$ cat src/design/nearest_joint_vector_select_macros.svh
// assertion macros shared by the nearest joint vector select rtl
// no dependencies; included by the modules that carry checks
`ifndef NEAREST_JOINT_VECTOR_SELECT_MACROS_SVH
`define NEAREST_JOINT_VECTOR_SELECT_MACROS_SVH
`ifndef SYNTHESIS
`define NJVS_ASSERT(lbl, clk, rstn, prop) \
  lbl: assert property (@(posedge clk) disable iff (!rstn) prop) \
    else $error("%m: check failed");
`define NJVS_NEVER(lbl, clk, rstn, expr) \
  lbl: assert property (@(posedge clk) disable iff (!rstn) !(expr)) \
    else $error("%m: forbidden condition seen");
`else
`define NJVS_ASSERT(lbl, clk, rstn, prop)
`define NJVS_NEVER(lbl, clk, rstn, expr)
`endif
`endif

$ cat src/design/njvs_pkg.sv
// types and constants of the nearest joint vector select block
// no dependencies; used by every other file of the block but the macros header
`timescale 1ns / 1ps
`default_nettype none
package njvs_pkg;

  localparam int NUM_JOINT_FIELDS = 6;
  localparam int JOINTS = 6;
  localparam int MAX_CANDIDATES = 128;
  localparam int QUEUE_DEPTH = 2;

  localparam int ANGLE_W = 16;
  localparam int LIMIT_W = 19;
  localparam int SUM_W = 20;
  localparam int INDEX_W = 7;
  localparam int CNT_W = (MAX_CANDIDATES > 1) ? $clog2(MAX_CANDIDATES) : 1;
  localparam int CFG_IDX_W = 3;

  localparam logic [LIMIT_W-1:0] DEFAULT_LIMIT = LIMIT_W'(409600);

  typedef logic [ANGLE_W-1:0] angle_t;
  typedef angle_t [NUM_JOINT_FIELDS-1:0] angle_vec_t;
  typedef logic [SUM_W-1:0] sum_t;
  typedef logic [LIMIT_W-1:0] limit_t;
  typedef logic [INDEX_W-1:0] index_t;
  typedef logic [CNT_W-1:0] cnt_t;

  typedef enum logic [CFG_IDX_W-1:0] {
    CFG_REF_JOINT_0    = 3'd0,
    CFG_REF_JOINT_1    = 3'd1,
    CFG_REF_JOINT_2    = 3'd2,
    CFG_REF_JOINT_3    = 3'd3,
    CFG_REF_JOINT_4    = 3'd4,
    CFG_REF_JOINT_5    = 3'd5,
    CFG_DISTANCE_LIMIT = 3'd6
  } cfg_idx_e;

  typedef struct packed {
    logic signed [ANGLE_W-1:0] cand_joint_0;
    logic signed [ANGLE_W-1:0] cand_joint_1;
    logic signed [ANGLE_W-1:0] cand_joint_2;
    logic signed [ANGLE_W-1:0] cand_joint_3;
    logic signed [ANGLE_W-1:0] cand_joint_4;
    logic signed [ANGLE_W-1:0] cand_joint_5;
    logic                      last;
  } cand_t;

  typedef struct packed {
    logic                      found;
    logic [INDEX_W-1:0]        best_index;
    logic signed [ANGLE_W-1:0] best_joint_0;
    logic signed [ANGLE_W-1:0] best_joint_1;
    logic signed [ANGLE_W-1:0] best_joint_2;
    logic signed [ANGLE_W-1:0] best_joint_3;
    logic signed [ANGLE_W-1:0] best_joint_4;
    logic signed [ANGLE_W-1:0] best_joint_5;
  } result_t;

  typedef struct packed {
    logic [CFG_IDX_W-1:0] index;
    logic [LIMIT_W-1:0]   wdata;
  } cfg_t;

  // one classified candidate waiting for the back end
  typedef struct packed {
    sum_t       sum;
    angle_vec_t angles;
    logic       last;
  } entry_t;

endpackage
`default_nettype wire

$ cat src/design/njvs_if.sv
// valid/ready channel interfaces of the nearest joint vector select block
// depends on njvs_pkg for the payload types
`timescale 1ns / 1ps
`default_nettype none
interface njvs_cand_if;
  logic           valid;
  logic           ready;
  njvs_pkg::cand_t data;
  modport source (output valid, output data, input ready);
  modport sink (input valid, input data, output ready);
endinterface

interface njvs_result_if;
  logic             valid;
  logic             ready;
  njvs_pkg::result_t data;
  modport source (output valid, output data, input ready);
  modport sink (input valid, input data, output ready);
endinterface

interface njvs_cfg_if;
  logic          valid;
  logic          ready;
  njvs_pkg::cfg_t data;
  modport source (output valid, output data, input ready);
  modport sink (input valid, input data, output ready);
endinterface
`default_nettype wire

$ cat src/design/njvs_front.sv
// front end: takes candidates, forms the l1 distance to the reference
// depends on njvs_pkg and njvs_cand_if
`timescale 1ns / 1ps
`default_nettype none
module njvs_front (
  input  wire logic                 clk_i,
  input  wire logic                 rst_ni,
  njvs_cand_if.sink                 cand_i,
  input  wire njvs_pkg::angle_vec_t ref_joint_i,
  input  wire logic                 q_ready_i,
  output logic                      push_o,
  output njvs_pkg::entry_t          entry_o
);

  njvs_pkg::angle_vec_t cand_ang;
  njvs_pkg::angle_vec_t absd;
  njvs_pkg::angle_vec_t keep_ang;
  logic signed [njvs_pkg::ANGLE_W:0] diff [njvs_pkg::NUM_JOINT_FIELDS];

  logic                 s1_valid_q;
  njvs_pkg::angle_vec_t s1_absd_q;
  njvs_pkg::angle_vec_t s1_ang_q;
  logic                 s1_last_q;
  logic                 load;
  njvs_pkg::sum_t       sum;

  assign cand_ang[0] = cand_i.data.cand_joint_0;
  assign cand_ang[1] = cand_i.data.cand_joint_1;
  assign cand_ang[2] = cand_i.data.cand_joint_2;
  assign cand_ang[3] = cand_i.data.cand_joint_3;
  assign cand_ang[4] = cand_i.data.cand_joint_4;
  assign cand_ang[5] = cand_i.data.cand_joint_5;

  // per joint |cand - ref|, inactive joints count zero and are not kept
  always_comb begin
    for (int j = 0; j < njvs_pkg::NUM_JOINT_FIELDS; j++) begin
      diff[j] = {cand_ang[j][njvs_pkg::ANGLE_W-1], cand_ang[j]}
              - {ref_joint_i[j][njvs_pkg::ANGLE_W-1], ref_joint_i[j]};
      if (j < njvs_pkg::JOINTS) begin
        absd[j]     = diff[j][njvs_pkg::ANGLE_W] ? njvs_pkg::ANGLE_W'(-diff[j])
                                                 : diff[j][njvs_pkg::ANGLE_W-1:0];
        keep_ang[j] = cand_ang[j];
      end else begin
        absd[j]     = '0;
        keep_ang[j] = '0;
      end
    end
  end

  assign cand_i.ready = !s1_valid_q || q_ready_i;
  assign load         = cand_i.valid && cand_i.ready;
  assign push_o       = s1_valid_q && q_ready_i;

  always_ff @(posedge clk_i or negedge rst_ni) begin
    if (!rst_ni) begin
      s1_valid_q <= 1'b0;
    end else if (cand_i.ready) begin
      s1_valid_q <= cand_i.valid;
    end
  end

  always_ff @(posedge clk_i) begin
    if (load) begin
      s1_absd_q <= absd;
      s1_ang_q  <= keep_ang;
      s1_last_q <= cand_i.data.last;
    end
  end

  // six term sum, at most 6 * 65535 so it fits well inside 20 bits
  always_comb begin
    sum = '0;
    for (int j = 0; j < njvs_pkg::NUM_JOINT_FIELDS; j++) begin
      sum = sum + njvs_pkg::SUM_W'(s1_absd_q[j]);
    end
  end

  assign entry_o.sum    = sum;
  assign entry_o.angles = s1_ang_q;
  assign entry_o.last   = s1_last_q;

endmodule
`default_nettype wire

$ cat src/design/njvs_queue.sv
// short queue between the front end and the back end
// depends on njvs_pkg and the assertion macros
`timescale 1ns / 1ps
`default_nettype none
`include "nearest_joint_vector_select_macros.svh"
module njvs_queue (
  input  wire logic             clk_i,
  input  wire logic             rst_ni,
  input  wire logic             push_i,
  input  wire njvs_pkg::entry_t entry_i,
  output logic                  ready_o,
  output logic                  valid_o,
  input  wire logic             pop_i,
  output njvs_pkg::entry_t      entry_o
);

  localparam int PTR_W = (njvs_pkg::QUEUE_DEPTH > 1) ? $clog2(njvs_pkg::QUEUE_DEPTH) : 1;
  localparam int OCC_W = $clog2(njvs_pkg::QUEUE_DEPTH + 1);
  localparam logic [PTR_W-1:0] LAST_PTR = PTR_W'(njvs_pkg::QUEUE_DEPTH - 1);
  localparam logic [OCC_W-1:0] FULL_OCC = OCC_W'(njvs_pkg::QUEUE_DEPTH);

  njvs_pkg::entry_t slot_q [njvs_pkg::QUEUE_DEPTH];
  logic [PTR_W-1:0] wr_ptr_q, wr_ptr_d;
  logic [PTR_W-1:0] rd_ptr_q, rd_ptr_d;
  logic [OCC_W-1:0] count_q, count_d;
  logic             do_push, do_pop;

  assign ready_o = (count_q != FULL_OCC);
  assign valid_o = (count_q != '0);
  assign do_push = push_i && ready_o;
  assign do_pop  = pop_i && valid_o;
  assign entry_o = slot_q[rd_ptr_q];

  always_comb begin
    wr_ptr_d = wr_ptr_q;
    rd_ptr_d = rd_ptr_q;
    count_d  = count_q;
    if (do_push) begin
      wr_ptr_d = (wr_ptr_q == LAST_PTR) ? '0 : wr_ptr_q + 1'b1;
    end
    if (do_pop) begin
      rd_ptr_d = (rd_ptr_q == LAST_PTR) ? '0 : rd_ptr_q + 1'b1;
    end
    if (do_push && !do_pop) begin
      count_d = count_q + 1'b1;
    end else if (do_pop && !do_push) begin
      count_d = count_q - 1'b1;
    end
  end

  always_ff @(posedge clk_i or negedge rst_ni) begin
    if (!rst_ni) begin
      wr_ptr_q <= '0;
      rd_ptr_q <= '0;
      count_q  <= '0;
    end else begin
      wr_ptr_q <= wr_ptr_d;
      rd_ptr_q <= rd_ptr_d;
      count_q  <= count_d;
    end
  end

  always_ff @(posedge clk_i) begin
    if (do_push) begin
      slot_q[wr_ptr_q] <= entry_i;
    end
  end

  `NJVS_NEVER(a_q_overfill, clk_i, rst_ni, count_q > FULL_OCC)
  `NJVS_ASSERT(a_q_grow, clk_i, rst_ni, (do_push && !do_pop) |=> (count_q == $past(count_q) + 1'b1))
  `NJVS_ASSERT(a_q_ptr_gap, clk_i, rst_ni, (count_q == '0) |-> (wr_ptr_q == rd_ptr_q))

endmodule
`default_nettype wire

$ cat src/design/njvs_back.sv
// back end: keeps the nearest candidate of a set and emits the result
// depends on njvs_pkg, njvs_result_if and the assertion macros
`timescale 1ns / 1ps
`default_nettype none
`include "nearest_joint_vector_select_macros.svh"
module njvs_back (
  input  wire logic             clk_i,
  input  wire logic             rst_ni,
  input  wire logic             valid_i,
  input  wire njvs_pkg::entry_t entry_i,
  output logic                  pop_o,
  input  wire njvs_pkg::limit_t limit_i,
  njvs_result_if.source         res_o
);

  logic                 res_valid_q;
  njvs_pkg::result_t    res_data_q;
  logic                 have_best_q;
  njvs_pkg::cnt_t       count_q;
  njvs_pkg::sum_t       best_dist_q;
  njvs_pkg::cnt_t       best_pos_q;
  njvs_pkg::angle_vec_t best_ang_q;

  njvs_pkg::sum_t       bound;
  logic                 take;
  logic                 out_free;
  logic                 emit;
  logic                 found;
  njvs_pkg::cnt_t       win_pos;
  njvs_pkg::angle_vec_t win_ang;
  njvs_pkg::result_t    res_d;

  // until something is kept the limit register is the bound
  assign bound    = have_best_q ? best_dist_q : njvs_pkg::SUM_W'(limit_i);
  assign take     = entry_i.sum < bound;
  assign out_free = !res_valid_q || res_o.ready;
  assign pop_o    = valid_i && (!entry_i.last || out_free);
  assign emit     = pop_o && entry_i.last;

  assign found   = take || have_best_q;
  assign win_pos = take ? count_q : best_pos_q;
  assign win_ang = take ? entry_i.angles : best_ang_q;

  always_comb begin
    res_d.found        = found;
    res_d.best_index   = found ? njvs_pkg::index_t'(win_pos) : '0;
    res_d.best_joint_0 = found ? win_ang[0] : '0;
    res_d.best_joint_1 = found ? win_ang[1] : '0;
    res_d.best_joint_2 = found ? win_ang[2] : '0;
    res_d.best_joint_3 = found ? win_ang[3] : '0;
    res_d.best_joint_4 = found ? win_ang[4] : '0;
    res_d.best_joint_5 = found ? win_ang[5] : '0;
  end

  always_ff @(posedge clk_i or negedge rst_ni) begin
    if (!rst_ni) begin
      res_valid_q <= 1'b0;
      have_best_q <= 1'b0;
      count_q     <= '0;
    end else begin
      if (emit) begin
        res_valid_q <= 1'b1;
      end else if (res_o.ready) begin
        res_valid_q <= 1'b0;
      end
      if (pop_o) begin
        if (entry_i.last) begin
          have_best_q <= 1'b0;
          count_q     <= '0;
        end else begin
          if (take) begin
            have_best_q <= 1'b1;
          end
          count_q <= (count_q == njvs_pkg::CNT_W'(njvs_pkg::MAX_CANDIDATES - 1))
                   ? '0 : count_q + 1'b1;
        end
      end
    end
  end

  always_ff @(posedge clk_i) begin
    if (emit) begin
      res_data_q <= res_d;
    end
    if (pop_o && take) begin
      best_dist_q <= entry_i.sum;
      best_pos_q  <= count_q;
      best_ang_q  <= entry_i.angles;
    end
  end

  assign res_o.valid = res_valid_q;
  assign res_o.data  = res_data_q;

  `NJVS_ASSERT(a_res_from_last, clk_i, rst_ni, $rose(res_valid_q) |-> $past(emit))
  `NJVS_ASSERT(a_set_cleared, clk_i, rst_ni, emit |=> (!have_best_q && (count_q == '0)))

endmodule
`default_nettype wire

$ cat src/design/nearest_joint_vector_select.sv
// nearest joint vector select: picks the candidate joint vector with the
// smallest l1 distance to a programmable reference vector.
// channels: cand_i takes one request per candidate (six signed q3.12 angles
// and a last mark); res_o gives one result per set, on its last request;
// cfg_i writes the six reference angles (index 0..5) and the distance limit
// (index 6); the user must write only while the block is idle (not enforced).
// path: a last request passes the front stage, queue and result registers.
// throughput: one request per cycle unless a stalled result holds the flow;
// the front end registers the six absolute differences, the adder tree feeds a
// two entry queue, and the back end does one compare and update per cycle.
// a stalled result holds in the output register; the queue and the front
// stage keep taking requests until both are full, then cand_i.ready drops.
// reset: references clear to 0, the limit returns to 100 rad, the set is
// empty and no result is pending.
// depends on njvs_pkg, njvs_if, njvs_front, njvs_queue and njvs_back
`timescale 1ns / 1ps
`default_nettype none
module nearest_joint_vector_select (
  input  wire logic     clk_i,
  input  wire logic     rst_ni,
  njvs_cfg_if.sink      cfg_i,
  njvs_cand_if.sink     cand_i,
  njvs_result_if.source res_o
);

  // configuration registers
  njvs_pkg::angle_vec_t ref_joint_q;
  njvs_pkg::limit_t     limit_q;

  // front to queue
  logic                 push;
  logic                 q_ready;
  njvs_pkg::entry_t     front_entry;

  // queue to back
  logic                 q_valid;
  logic                 pop;
  njvs_pkg::entry_t     head_entry;

  // register writes are always accepted
  assign cfg_i.ready = 1'b1;

  always_ff @(posedge clk_i or negedge rst_ni) begin
    if (!rst_ni) begin
      ref_joint_q <= '0;
      limit_q     <= njvs_pkg::DEFAULT_LIMIT;
    end else if (cfg_i.valid) begin
      case (cfg_i.data.index)
        njvs_pkg::CFG_REF_JOINT_0: begin
          ref_joint_q[0] <= cfg_i.data.wdata[njvs_pkg::ANGLE_W-1:0];
        end
        njvs_pkg::CFG_REF_JOINT_1: begin
          ref_joint_q[1] <= cfg_i.data.wdata[njvs_pkg::ANGLE_W-1:0];
        end
        njvs_pkg::CFG_REF_JOINT_2: begin
          ref_joint_q[2] <= cfg_i.data.wdata[njvs_pkg::ANGLE_W-1:0];
        end
        njvs_pkg::CFG_REF_JOINT_3: begin
          ref_joint_q[3] <= cfg_i.data.wdata[njvs_pkg::ANGLE_W-1:0];
        end
        njvs_pkg::CFG_REF_JOINT_4: begin
          ref_joint_q[4] <= cfg_i.data.wdata[njvs_pkg::ANGLE_W-1:0];
        end
        njvs_pkg::CFG_REF_JOINT_5: begin
          ref_joint_q[5] <= cfg_i.data.wdata[njvs_pkg::ANGLE_W-1:0];
        end
        njvs_pkg::CFG_DISTANCE_LIMIT: begin
          limit_q <= cfg_i.data.wdata;
        end
        default: begin
          // writes past the register list are dropped
        end
      endcase
    end
  end

  // distance per candidate
  njvs_front u_front (
    .clk_i       (clk_i),
    .rst_ni      (rst_ni),
    .cand_i      (cand_i),
    .ref_joint_i (ref_joint_q),
    .q_ready_i   (q_ready),
    .push_o      (push),
    .entry_o     (front_entry)
  );

  // decouples distance calculation from selection
  njvs_queue u_queue (
    .clk_i   (clk_i),
    .rst_ni  (rst_ni),
    .push_i  (push),
    .entry_i (front_entry),
    .ready_o (q_ready),
    .valid_o (q_valid),
    .pop_i   (pop),
    .entry_o (head_entry)
  );

  // running best and result register
  njvs_back u_back (
    .clk_i   (clk_i),
    .rst_ni  (rst_ni),
    .valid_i (q_valid),
    .entry_i (head_entry),
    .pop_o   (pop),
    .limit_i (limit_q),
    .res_o   (res_o)
  );

endmodule
`default_nettype wire
$ cat src/flat_wrapper.sv
// flat-port wrapper written by rule: the top's interface ports become plain ports
module nearest_joint_vector_select_flat 
  (clk_i, rst_ni, cfg_i_valid, cfg_i_data, cfg_i_ready, cand_i_valid, cand_i_data, cand_i_ready, res_o_valid, res_o_data, res_o_ready);
  njvs_cfg_if cfg_i_i ();
  njvs_cand_if cand_i_i ();
  njvs_result_if res_o_i ();
  input  wire logic clk_i;
  input  wire logic rst_ni;
  input wire logic [$bits(cfg_i_i.valid)-1:0] cfg_i_valid;
  input wire logic [$bits(cfg_i_i.data)-1:0] cfg_i_data;
  output wire logic [$bits(cfg_i_i.ready)-1:0] cfg_i_ready;
  input wire logic [$bits(cand_i_i.valid)-1:0] cand_i_valid;
  input wire logic [$bits(cand_i_i.data)-1:0] cand_i_data;
  output wire logic [$bits(cand_i_i.ready)-1:0] cand_i_ready;
  output wire logic [$bits(res_o_i.valid)-1:0] res_o_valid;
  output wire logic [$bits(res_o_i.data)-1:0] res_o_data;
  input wire logic [$bits(res_o_i.ready)-1:0] res_o_ready;
  assign cfg_i_i.valid = cfg_i_valid;
  assign cfg_i_i.data = cfg_i_data;
  assign cfg_i_ready = cfg_i_i.ready;
  assign cand_i_i.valid = cand_i_valid;
  assign cand_i_i.data = cand_i_data;
  assign cand_i_ready = cand_i_i.ready;
  assign res_o_valid = res_o_i.valid;
  assign res_o_data = res_o_i.data;
  assign res_o_i.ready = res_o_ready;
  nearest_joint_vector_select u_core (.clk_i(clk_i), .rst_ni(rst_ni), .cfg_i(cfg_i_i), .cand_i(cand_i_i), .res_o(res_o_i));
endmodule
$ cat config.mk
export PLATFORM = sky130hd
export DESIGN_NAME = nearest_joint_vector_select_flat
export DESIGN_NICKNAME = d
export VERILOG_FILES = /design/src/design/njvs_pkg.sv /design/src/design/njvs_if.sv /design/src/design/njvs_front.sv /design/src/design/njvs_queue.sv /design/src/design/njvs_back.sv /design/src/design/nearest_joint_vector_select.sv /design/src/flat_wrapper.sv
export VERILOG_INCLUDE_DIRS = /design/src /design/src/design
export SDC_FILE = /design/constraint.sdc
export NUM_CORES = 1
export LEC_CHECK = 0
export ABC_AREA = 0
export BUFFER_PORTS_ARGS = -buffer_cell sky130_fd_sc_hd__buf_2
export CAP_MARGIN = 0
export CORE_UTILIZATION = 60
export CTS_BUF_LIST = sky130_fd_sc_hd__clkbuf_2 sky130_fd_sc_hd__clkbuf_4 sky130_fd_sc_hd__clkbuf_8
export CTS_CLUSTER_SIZE = 12
export DETAILED_ROUTE_END_ITERATION = 7
export PLACE_DENSITY = 0.89
export SETUP_SLACK_MARGIN = 0.4
export SLEW_MARGIN = 20
export SYNTH_ARGS = -nofsm -noshare
export SYNTH_HDL_FRONTEND = slang
export SYNTH_HIERARCHICAL = 1
export SYNTH_SLANG_ARGS = --single-unit
$ cat constraint.sdc
create_clock -name clk_i -period 8.9 [get_ports clk_i]
set_input_delay 1.78 -clock clk_i [delete_from_list [all_inputs] [get_ports clk_i]]
set_output_delay 1.78 -clock clk_i [all_outputs]
set_load 0.1 [all_outputs]
==> results of run 1 <==
-- final timing paths --
check / end / cells after the start / slack (ns) / startpoint
max: u_core/u_queue/slot_q[1][113] / 18 / 4.01 / u_core/u_front/s1_absd_q[66]
min: u_core/u_queue/slot_q[0][93] / 0 / 0.43 / u_core/u_front/entry_o[93]
max reg2reg: u_core/u_queue/slot_q[1][113] / 18 / 4.01 / u_core/u_front/s1_absd_q[66]
min reg2reg: u_core/u_queue/slot_q[0][93] / 0 / 0.43 / u_core/u_front/entry_o[93]
max in group asynchronous: u_core/u_queue/rd_ptr_q / 2 / 6.16 / rst_ni
min in group asynchronous: u_core/ref_joint_q[63] / 1 / 1.16 / rst_ni
-- synth_stat cells (23+ instances only) --
library cell / n / area share, %
sky130_fd_sc_hd__nand2_1: 72 / 0.73
sky130_fd_sc_hd__ha_1: 139 / 4.7
sky130_fd_sc_hd__mux2_2: 192 / 5.8
sky130_fd_sc_hd__inv_1: 310 / 3.1
sky130_fd_sc_hd__o21ai_0: 66 / 0.89
sky130_fd_sc_hd__a22o_1: 106 / 2.5
sky130_fd_sc_hd__mux2_4: 44 / 1.8
sky130_fd_sc_hd__xnor2_1: 115 / 2.7
sky130_fd_sc_hd__nand3_1: 23 / 0.31
sky130_fd_sc_hd__a21oi_1: 91 / 1.2
sky130_fd_sc_hd__mux2i_1: 23 / 0.62
sky130_fd_sc_hd__edfxtp_1: 654 / 53
sky130_fd_sc_hd__xor2_1: 50 / 1.2
sky130_fd_sc_hd__nor3_1: 35 / 0.47
sky130_fd_sc_hd__nor2_1: 124 / 1.2
sky130_fd_sc_hd__fa_1: 70 / 3.8
sky130_fd_sc_hd__dfrtp_1: 126 / 8.5
-- metal layers --
layer / routed length (um) / global-route usage, % / vias up / share of wire (%)
li1: - / - / 10200 / -
met1: 34600 / 36.1 / 11200 / 40
met2: 42200 / 44.9 / 1028 / 49
met3: 6210 / 4.35 / 172 / 7.2
met4: 2750 / 11.4 / 0 / 3.2
met5: 0 / 0 / - / 0
-- registers in the layout, indices dropped and copies added (netlist names), 2 cells and up --
signal / flops
u_core/u_back/best_ang_q: 96
u_core/u_back/count_q: 7
u_core/u_front/s1_absd_q: 96
u_core/limit_q: 19
u_core/u_back/res_o.data: 104
u_core/u_back/best_dist_q: 20
u_core/u_back/best_pos_q: 7
u_core/u_queue/slot_q: 234
u_core/u_front/entry_o: 96
u_core/ref_joint_q: 96
u_core/u_queue/count_q: 2
-- layout by cell type, fill, tap and decap left out, types with 10 or more instances in the layout --
master,instances
sky130_fd_sc_hd__a21o_1,22
sky130_fd_sc_hd__a21oi_1,90
sky130_fd_sc_hd__a22o_1,106
sky130_fd_sc_hd__a31oi_1,20
sky130_fd_sc_hd__and2_1,13
sky130_fd_sc_hd__and3_1,11
sky130_fd_sc_hd__buf_2,228
sky130_fd_sc_hd__buf_4,15
sky130_fd_sc_hd__clkbuf_4,43
sky130_fd_sc_hd__clkbuf_8,137
sky130_fd_sc_hd__clkinv_1,18
sky130_fd_sc_hd__clkinv_2,14
sky130_fd_sc_hd__dfrtp_1,124
sky130_fd_sc_hd__edfxtp_1,654
sky130_fd_sc_hd__fa_1,70
sky130_fd_sc_hd__ha_1,139
sky130_fd_sc_hd__inv_1,310
sky130_fd_sc_hd__mux2_2,192
sky130_fd_sc_hd__mux2_4,44
sky130_fd_sc_hd__mux2i_1,23
sky130_fd_sc_hd__nand2_1,72
sky130_fd_sc_hd__nand2b_1,20
sky130_fd_sc_hd__nand3_1,23
sky130_fd_sc_hd__nor2_1,123
sky130_fd_sc_hd__nor2b_1,15
sky130_fd_sc_hd__nor3_1,35
sky130_fd_sc_hd__o211ai_1,10
sky130_fd_sc_hd__o21a_1,22
sky130_fd_sc_hd__o21ai_0,66
sky130_fd_sc_hd__or2_2,12
sky130_fd_sc_hd__or3_1,10
sky130_fd_sc_hd__xnor2_1,115
sky130_fd_sc_hd__xor2_1,50
-- final cells by class --
cell class / instances / area, sq um / area share [%]
clock buffer: 180 / 2210 / 5.29
tap: 782 / 978 / 2.35
clock inverter: 43 / 319 / 0.765
sequential: 783 / 22900 / 54.8
timing repair buffer: 247 / 1360 / 3.25
antenna: 6 / 15.0 / 0.0360
multi-input combinational: 1460 / 12800 / 30.7
inverter: 310 / 1160 / 2.79
-- worst reg2reg max path, stage by stage (launching register included) --
cell and delay [ns]:
sky130_fd_sc_hd__edfxtp_1 0.45, sky130_fd_sc_hd__fa_1 0.53, sky130_fd_sc_hd__fa_1 0.56, sky130_fd_sc_hd__inv_1 0.05
sky130_fd_sc_hd__fa_1 0.44, sky130_fd_sc_hd__inv_1 0.07, sky130_fd_sc_hd__ha_1 0.16, sky130_fd_sc_hd__inv_1 0.06
sky130_fd_sc_hd__fa_1 0.46, sky130_fd_sc_hd__nor2b_1 0.12, sky130_fd_sc_hd__o21ai_0 0.10, sky130_fd_sc_hd__a21boi_0 0.25
sky130_fd_sc_hd__o21ai_0 0.14, sky130_fd_sc_hd__a21boi_0 0.27, sky130_fd_sc_hd__o21a_1 0.19, sky130_fd_sc_hd__nor2_1 0.05
sky130_fd_sc_hd__o2111ai_1 0.28, sky130_fd_sc_hd__a31oi_1 0.18, sky130_fd_sc_hd__xnor2_1 0.32
-- metrics by stage --
stage / util, % / area (sq um) / std cells / setup slack [ns]
finish: 68.6 / 41700 / 3811 / 4.01
global route: 68.6 / 41700 / 3807 / 3.67
CTS: 68.4 / 41600 / 3802 / 3.68
detailed placement: 64.3 / 39100 / 3579 / 3.47
global placement: 64.3 / 39100 / 3579 / 3.60
floorplan: - / 37200 / 2620 / 1.74
-- cell families (layout without fill, tap and decap cells) --
logic type,after synthesis,after routing,synth area share [%]
compound gates,436,436,8.28
buf+inv,377,780,4.39
mux,260,260,8.23
other cells,2,8,0.0202
flops,783,783,61.4
fa+ha+maj,209,209,8.43
xor+xnor,166,166,3.95
simple gates,387,387,5.30
==> impl_metrics.toml, run 1 <==
[status]
result_of_the_run = "finished clean"

[setup_path]
critPathArrivalTime_ns = 5.38
worst_ep_required_time_ns = 9.39
cp_slowest_stage_delay_ns = 0.56
start_kind = "flop"
cp_bufs_invs = 3
cpMaxStageDelayCell = "sky130_fd_sc_hd__fa_1"
critical_path.endpoint_type = "flop"
cpLargestDelayFamily = "adder cells"
timing_worst_setup_path_type = "reg -> reg"
critPathMostFrequentCell = "sky130_fd_sc_hd__fa_1"
timing.critical_path.fanout_max = 3
crit_chain = "fa_1 -> fa_1 -> inv_1 -> fa_1 -> inv_1 -> ha_1 -> inv_1 -> fa_1 -> nor2b_1 -> o21ai_0 -> a21boi_0 -> o21ai_0 -> a21boi_0 -> o21a_1 -> nor2_1 -> o2111ai_1 -> a31oi_1 -> xnor2_1"

[floorplanning]
start_util_pct = 61.3
fp.dieArea_sq_um = 63100
io_pins = 231
die_w_um = 251
dieHeight_um = 251
core_area_sq_um = 60800
rows = 90

[clock_tree]
cts_buffer_depth = 3
number_of_cts_inserted_buffers = 118
postCtsSetupBuffers = 0
path_clk_slew_ns = 0.06
cts_htree_levels = 3
cts_tree = "built"
holdBufCountCts = 0
post_cts_resized = 0
tritoncts_num_sinks = 783
cts_root_buf = "sky130_fd_sc_hd__clkbuf_8"
clock_latency_ns = 0.72

[yosys]
synth_area_sq_um = 37200
number_of_unique_standard_cell_types_used_by_synthesis = 94
synth_seq_area_share_pct = 61.4
synth-main-ff-cell = "sky130_fd_sc_hd__edfxtp_1"
avgSynthCellArea_sq_um = 14.2
ys_ff_latch = 783
syn-instance-count = 2620
ys_async_sr_fraction_pct = 16.5
synth_warnings = 6
synthesis.nets = 2953
synth-edff-count = 654

[routing]
vias = 22500
drc_errors = 0
drtIter0Drc = 2100
post_detailed_routing_wire_length_um = 85700
route.antenna.remaining_nets = 0
via_per_inst = 5.91
route.detailed.wl_per_inst_um = 22.5
dr.pass1.iters = 5

[sta]
skew_ns = 0.0436
slew_headroom_pct = 25.8
final_max_slew_viol_count = 0
final-setup-viol-count = 0
max_clock_freq_mhz = 204
timing.hold.ws_ns = 0.429
final.setup.tns_ns = 0
tightestPinTransition_ns = 1.11
hold_violations = 0
finalCriticalPeriod_ns = 4.89
timing.final.crit_share_pct = 55.0
rsz0062_at_grt = "false"

[grt]
grt_pass1_vias = 22700
gr-total-overflow = 0
grt_start_max_net_pins = 194
antenna_found_initial = 6
grt_pass1_wl_um = 129000
groute.usage.overall_pct = 27.2

[final_layout]
fillcell_total = 3958
flow.area_growth_from_synthesis_pct = 12.0
post_route_cells_drive_above_1_share_pct = 24.4
finish.net_count = 3253

[worst_hold_path]
worst_hold_check_path_type = "reg -> reg"

[placement]
finalWeightedCongestion = 0.941
placement.io_buffers = 229
hpwlAfterDp_um = 58200

[job]
max_cap_viol_count = 0
Power of run 1 is not shown: default switching activity piles up to over one toggle a cycle in this logic, so the estimate is an artifact.
==> run 2, diff against run 1 <==
- clock period: 8.9 -> 5 ns (I/O delays scaled with it)
==> run 2 against run 1 <==
Net effect:
- cell count grew 0.45%
- cell area grew 0.90%
- die area stayed put
- worst setup slack got worse by 3.3 ns
- first-iteration DRC count increased by 5.4%
- critical path depth unchanged
- global-route usage up 0.77 points
- utilization rose by 0.62 points
- clock skew decreased by 0.0040 ns
==> impl_metrics.toml, run 2 (synthesized netlist as in run 1, its figures left out) <==
[status]
result_of_the_run = "finished clean"

[placement]
finalWeightedCongestion = 0.926
placement.io_buffers = 229
hpwlAfterDp_um = 59400
pre_cts_slack_ns = 0.377

[sta]
finalCriticalPeriod_ns = 4.32
rsz0062_at_grt = "false"
skew_ns = 0.0395
final_max_slew_viol_count = 0
timing.final.crit_share_pct = 86.5
tightestPinTransition_ns = 1.17
hold_violations = 0
final-setup-viol-count = 0
max_clock_freq_mhz = 231
post-route-worst-setup-slack_ns = 0.676
final.setup.tns_ns = 0
slew_headroom_pct = 21.9

[clock_tree]
cts_tree = "built"
holdBufCountCts = 0
cts_htree_levels = 3
clock_latency_ns = 0.74
cts_root_buf = "sky130_fd_sc_hd__clkbuf_8"
number_of_cts_inserted_buffers = 120
tritoncts_num_sinks = 783
cts_buffer_depth = 3
path_clk_slew_ns = 0.07

[setup_path]
timing_worst_setup_path_type = "reg -> reg"
start_kind = "flop"
critical_path.endpoint_type = "flop"
r2r-start = "u_core/u_front/s1_absd_q[82]"
critPathArrivalTime_ns = 4.86
timing.critical_path.fanout_max = 3
worst_ep_required_time_ns = 5.54
logic_depth_of_the_worst_register_to_register_path = 18
reg2reg_to = "u_core/u_queue/slot_q[0][111]"
rrSetupSlack_ns = 0.68

[routing]
via_per_inst = 5.94
dr.pass1.iters = 6
drtIter0Drc = 2214
post_detailed_routing_wire_length_um = 87300
route.antenna.remaining_nets = 0
route.detailed.wl_per_inst_um = 22.8
vias = 22700
drc_errors = 0

[grt]
grt_pass1_vias = 23200
grt_start_max_net_pins = 105
groute.usage.overall_pct = 28.0
gr-total-overflow = 0
antenna_found_initial = 13
grt_pass1_wl_um = 133000

[final_layout]
finish.net_count = 3262
fillcell_total = 3904
post_route_cells_drive_above_1_share_pct = 24.9
seqCellArea_sq_um = 22900
layout_common_cells = "sky130_fd_sc_hd__edfxtp_1 (654), sky130_fd_sc_hd__inv_1 (310), sky130_fd_sc_hd__buf_2 (228)"
flow.area_growth_from_synthesis_pct = 13.0
multiInputGateArea_sq_um = 12800
largest_reg_flops = 234
largest-register = "u_core/u_queue/slot_q"
mostFrequentLayoutCell = "sky130_fd_sc_hd__edfxtp_1"

[floorplanning]
die_w_um = 251
io_pins = 231
start_util_pct = 61.3
rows = 90
fp.dieArea_sq_um = 63100
dieHeight_um = 251
core_area_sq_um = 60800

[job]
max_cap_viol_count = 0

[worst_hold_path]
worst_hold_check_path_type = "in -> async"
==> run 2: cell types whose count changed in the layout (fill, tap and decap cells not counted), sizes merged <==
cell,before,now
inv,310,317
clkinvlp,6,3
buf,247,254
clkinv,33,38
bufinv,4,16
diode,6,10
clkbuf,180,165
==> run 2: how the worst max path moves through the flow <==
stage                            startpoint                             to  slack, ns  depth (start not counted)
2_1_floorplan     u_core/u_back/have_best_q    u_core/u_back/best_ang_q[0]       0.61                         12
3_3_place_gp   u_core/u_front/s1_absd_q[50]  u_core/u_queue/slot_q[0][113]       0.42                         18
3_5_place_dp   u_core/u_front/s1_absd_q[66]  u_core/u_queue/slot_q[1][113]       0.38                         18
4_1_cts        u_core/u_front/s1_absd_q[66]  u_core/u_queue/slot_q[0][111]       0.41                         18
5_1_grt        u_core/u_front/s1_absd_q[82]  u_core/u_queue/slot_q[0][111]       0.41                         18
6_report       u_core/u_front/s1_absd_q[82]  u_core/u_queue/slot_q[0][111]       0.68                         18
==> run 2: worst max-delay path: stages (launching register included) <==
cell and delay, ns:
sky130_fd_sc_hd__edfxtp_1 0.40, sky130_fd_sc_hd__fa_1 0.51, sky130_fd_sc_hd__fa_1 0.54, sky130_fd_sc_hd__inv_1 0.05, sky130_fd_sc_hd__fa_1 0.42, sky130_fd_sc_hd__inv_1 0.07, sky130_fd_sc_hd__ha_2 0.17, sky130_fd_sc_hd__inv_1 0.06
sky130_fd_sc_hd__fa_2 0.36, sky130_fd_sc_hd__nor2b_2 0.15, sky130_fd_sc_hd__o21ai_2 0.08, sky130_fd_sc_hd__a21boi_2 0.14, sky130_fd_sc_hd__o21ai_1 0.10, sky130_fd_sc_hd__a21boi_1 0.18, sky130_fd_sc_hd__o21a_1 0.20, sky130_fd_sc_hd__o21a_1 0.18
sky130_fd_sc_hd__o21ai_1 0.10, sky130_fd_sc_hd__a21oi_1 0.21, sky130_fd_sc_hd__xor2_1 0.21
==> run 2: per-stage QoR <==
stage / instances / instance area [sq um] / utilization [%] / hold slack, ns
floorplan: 2620 / 37300 / - / 0.421
global placement: 3588 / 39200 / 64.5 / 0.422
detailed placement: 3588 / 39200 / 64.5 / 0.430
CTS: 3817 / 42000 / 69.1 / 0.384
global route: 3824 / 42100 / 69.2 / 0.422
finish: 3828 / 42100 / 69.2 / 0.385
==> run 2: layout make-up <==
type,instances,share of cell area (%)
timing repair buffer,254,3.38
clock buffer,165,4.89
sequential,783,54.4
multi-input combinational,1460,30.5
tap,782,2.32
inverter,310,2.76
clock inverter,64,1.77
antenna,10,0.0595
==> run 2: per-layer routing <==
metal / global-route usage (%) / up-vias / wire, um
li1: - / 10200 / -
met1: 36.9 / 11300 / 35100
met2: 45.2 / 1002 / 42100
met3: 5.27 / 207 / 6630
met4: 12.8 / 10 / 3430
met5: 0 / - / 70
==> run 2: what timing repair did <==
item                                    in CTS  in global routing
endpoints found under the setup margin       5                 12
gates resized for setup                      1                 11
pin swaps                                    0                  9
buffers inserted                             0                  1
Power of run 2 is left out for the same reason.
